<file path="config.mk">
export PLATFORM = sky130hd
export DESIGN_NAME = rrip_ram
export DESIGN_NICKNAME = d
export VERILOG_FILES = /design/src/design/rrip_ram.sv
export SDC_FILE = /design/constraint.sdc
export NUM_CORES = 2
export LEC_CHECK = 0
export BUFFER_PORTS_ARGS = -buffer_cell sky130_fd_sc_hd__buf_4
export CELL_PAD_IN_SITES_DETAIL_PLACEMENT = 0
export CELL_PAD_IN_SITES_GLOBAL_PLACEMENT = 2
export CORE_MARGIN = 5
export CORE_UTILIZATION = 35
export DETAILED_ROUTE_END_ITERATION = 12
export GPL_ROUTABILITY_DRIVEN = 0
export PLACE_DENSITY_LB_ADDON = 0.1
export SLEW_MARGIN = 20
export SYNTH_ARGS = -nofsm -noshare
export SYNTH_HDL_FRONTEND = slang
export SYNTH_SLANG_ARGS = --single-unit
</file>
<file path="constraint.sdc">
create_clock -name clk -period 4.74 [get_ports clk]
set_input_delay 0.711 -clock clk [delete_from_list [all_inputs] [get_ports clk]]
set_output_delay 0.711 -clock clk [all_outputs]
set_load 0.02 [all_outputs]
</file>
<file path="src/design/rrip_ram.sv">
// Generic single-write, single-read synchronous RAM with registered read data.
// No dependencies; instantiated by the RRIP tag array top level.
module rrip_ram #(
  parameter int WIDTH = 32,
  parameter int DEPTH = 64
) (
  input  logic                                   clk,
  input  logic                                   we,
  input  logic [(DEPTH > 1 ? $clog2(DEPTH) : 1)-1:0] waddr,
  input  logic [WIDTH-1:0]                       wdata,
  input  logic                                   re,
  input  logic [(DEPTH > 1 ? $clog2(DEPTH) : 1)-1:0] raddr,
  output logic [WIDTH-1:0]                       rdata
);

  logic [WIDTH-1:0] mem [DEPTH];
  logic [WIDTH-1:0] rdata_r;

  // Write port
  always_ff @(posedge clk) begin
    if (we) begin
      mem[waddr] <= wdata;
    end
  end

  // Read port: hold data when not reading
  always_ff @(posedge clk) begin
    if (re) begin
      rdata_r <= mem[raddr];
    end
  end

  assign rdata = rdata_r;

endmodule

</file>
# Word level (Yosys, flattened, before mapping)
# Memory sizes are Yosys's and may differ from the RTL's. A register that Yosys moved wholly into a read port is not among the register bits.
# Cells that the tools add are included.
# totals
mem_bits_rw	2048
reg_bits	0
output_inout_bits	32
memories	1
# classes
mux	2
# mem_list
name	words	width	read_ports	rd_ports_with_merged_regs	wr	line	rtl
mem	64	32	1	1	1	16	logic [WIDTH-1:0] mem [DEPTH];
# op_table
cell	count
2-to-1 mux 1 bit	2

# Depth between registers and ports, before layout
# depth
word_depth	2
depth_mapped	10

# Worst setup path before layout
# OpenSTA, ideal clock, no wires.
# synth_timing
path_type	input -> register
start	in waddr[3] (netlist bit)
end	mem mem[48][0], enable pin
arrival_time_ns	3.410
t_required_ns	4.279
setup_ns	0.461
n_path_buf	1
path_slack_ns	0.869
stages	4
path_cell_list	clkbuf_1 nor2b_1 nand4b_1 nor3_1
# synth_rtl
item	line	rtl
start, declared	9	input logic [(DEPTH > 1 ? $clog2(DEPTH) : 1)-1:0] waddr,
end, declared	16	
# Straight into the memory's write port.

==> flow_metrics.env <==
export IMPL_route_detailed_drc=0
export IMPL_status="finished clean"
export IMPL_synth_top_family_by_area="multiplexers"
export IMPL_cp_required_ns=5.29
export IMPL_ys_types=33
export IMPL_antenna_found_initial=21
export IMPL_initial_core_util_pct=35.1
export IMPL_power_leakage_uw=0.0282
export IMPL_yosys_top_cells_count="edfxtp_1, mux4_2, nor2_1"
export IMPL_cts_sinks=2080
export IMPL_grt_pass1_vias=38689
export IMPL_internal_power_uw=30500
export IMPL_synth_nets=3371
export IMPL_place_ws_ns=0.417
export IMPL_cts_setup_buffers=0
export IMPL_fin_tns_setup_ns=0
export IMPL_timing_final_crit_share_pct=70.5
export IMPL_synth_area_mm2=0.0788
export IMPL_async_flop_share_pct=0
export IMPL_clk_latency_ns=0.85
export IMPL_total_power_uw=39000
export IMPL_power_density_mw_per_mm2=427
export IMPL_vias=36975
export IMPL_routed_via_density=5.43
export IMPL_synth_simple_area_share_pct=1.26
export IMPL_pwr_share_comb_pct=5.4
export IMPL_port_buffers=78
export IMPL_tightest_slew_ns=1.10
export IMPL_cts_path_max_buffers=3
export IMPL_final_layout_size_suffix_gt1_share_pct=31.1
export IMPL_grt_first_pass_wirelength_um=321000
export IMPL_synth_largest_area_cell="edfxtp_1"
export IMPL_seq_area_frac_synth_pct=79.2
export IMPL_finalWorstSetupSlack_ns=1.40
export IMPL_fp_row_count=174
export IMPL_final_max_slew_viol_count=0
export IMPL_coreArea_mm2=0.224
export IMPL_wl_per_cell_um=34.3
export IMPL_synthAdderAreaFrac_pct=0
export IMPL_syn_avg_cell_area_um2=23.7
export IMPL_hold_class="in2reg"
export IMPL_gr_total_overflow=0
export IMPL_p_sw_share_pct=21.7
export IMPL_die_width_um=485
export IMPL_drt_iter0_drc=3806
export IMPL_drt_total_wl_um=234000
export IMPL_fin_hold_ws_ns=0.433
export IMPL_synth_top_area_share_pct=79.2
export IMPL_synth_flop_cell="edfxtp_1"
export IMPL_area_growth_pct=15.9
export IMPL_hpwlAfterDp_um=134000
export IMPL_hold_viol_final=0
export IMPL_rsz0062_at_grt="false"
export IMPL_dpl_instance_area_mm2=0.0845
export IMPL_p_seq_share_pct=52.6
export IMPL_synth_warnings=0
export IMPL_cts_resized=0
export IMPL_cts_root_buffer="clkbuf_16"
export IMPL_io_pins=79
export IMPL_netlist_top_cells_area="edfxtp_1, mux4_2, mux2i_1, o22ai_1, nor2_1"
export IMPL_cp_arrival_ns=3.90
export IMPL_synth_compound_area_share_pct=1.67
export IMPL_groute_usage_overall_pct=19.7
export IMPL_period_needed_ns=3.34
export IMPL_switchingPower_uw=8460
export IMPL_syn_inst=3324
export IMPL_yosys_area_share_xor_xnor_pct=0
export IMPL_crit_type="in2reg"
export IMPL_cts_tree="built"
export IMPL_cts_hold_buf=0
export IMPL_dieArea_mm2=0.235
export IMPL_ys_ff_latch=2080
export IMPL_setup_viol=0
export IMPL_skew_ns=0.0320
export IMPL_htree_levels=4
export IMPL_finalNetCount=3673
export IMPL_grt_max_degree=65
export IMPL_endpoint_kind="flip-flop"
export IMPL_max_freq_mhz=299
export IMPL_cap_viol_max_count=0
export IMPL_fp_dieH_um=485
export IMPL_clkTransAtPathRegs_ns=0.06
export IMPL_finish_instance_area_mm2=0.0913
export IMPL_yosysMostFrequentCell="edfxtp_1"
export IMPL_numCtsBuffers=219
export IMPL_p_clk_share_pct=42.1
export IMPL_peakVddDrop_mv=0.256
export IMPL_startpoint_type="primary input"
export IMPL_antenna_left=0
export IMPL_first_pass_iters=5
export IMPL_muxShareOfSynthArea_pct=16.7
export IMPL_relSlewSlack_pct=26.8
export IMPL_path_max_fanout=42
export IMPL_synth_edf_count=2080
critical path, stage by stage:
cell and delay (ns):
buf_8 0.44, buf_12 0.40, buf_12 0.28, mux4_2 0.54, mux4_2 0.58, o22ai_1 0.68, nor2_1 0.15
cells by family (layout without fill, tap and decap cells):
kind of cell,count (synthesis),in the layout
AOI/OAI and AO/OA,202,202
buffers and inverters,182,670
DFF,2080,2080
muxes,637,637
other,0,10
and+or+nand+nor,223,223
stage by stage:
stage | util [%] | std cells
3_5_place_dp | 37.6 | 6396
6_report | 40.7 | 6814
3_3_place_gp | 37.6 | 6396
4_1_cts | 40.7 | 6803
2_1_floorplan | - | 3324
5_1_grt | 40.7 | 6806
placed cells by master (no fill, tap or decap), drive strengths merged, types with 5 or more instances in the layout:
cell and count:
nor3 7, nand2b 8, a21oi 62, bufinv 13, edfxtp 2080, o22ai 84, nand2 26, diode 10
o221ai 27, clkbuf 272, mux4 544, or3b 5, clkinvlp 7, clkinv 112, mux2i 93, a22oi 12
buf 263, nand3 5, nor2 137, a311oi 8, nand3b 5, nor2b 15
sequential cells by signal (all words and copies together), names as in the netlist:
name and flops:
rdata 32, mem 2048
final timing paths:
path	from	end	cells after the start	slack, ns
hold / removal	wdata[23]	mem[32][23]	1	0.43
setup reg to reg	mem[31][9]	rdata[9]	4	2.05
setup / recovery	raddr[0]	rdata[6]	7	1.40
hold reg to reg	mem[12][20]	rdata[20]	4	0.85
routing by layer:
layer,vias up,wire length [µm],GRT usage (%)
met5,-,0,0
met4,0,5600,5.12
met3,241,12500,2.89
met2,1141,113000,31.9
met1,20623,103000,28.2
li1,14970,-,-
power groups by stage:
stage | Clock, µW | Sequential (µW) | Combinational [µW]
after detailed placement | 0 | 20900 | 2150
after global placement | 0 | 20900 | 2120
final | 16400 | 20500 | 2100
after global routing | 17600 | 20500 | 2230
after floorplan | 0 | 20900 | 991
after CTS | 16800 | 20500 | 2160
cell type report:
| type | instances | area (µm²) |
|---|---|---|
| clock inverter | 135 | 1000 |
| clock buffer | 272 | 5830 |
| tap | 2992 | 3740 |
| fill | 19399 | 133000 |
| timing repair buffer | 263 | 2310 |
| sequential | 2080 | 62500 |
| antenna | 10 | 25.0 |
| multi-input combinational | 1062 | 16000 |
(Power assumes the default switching activity.)
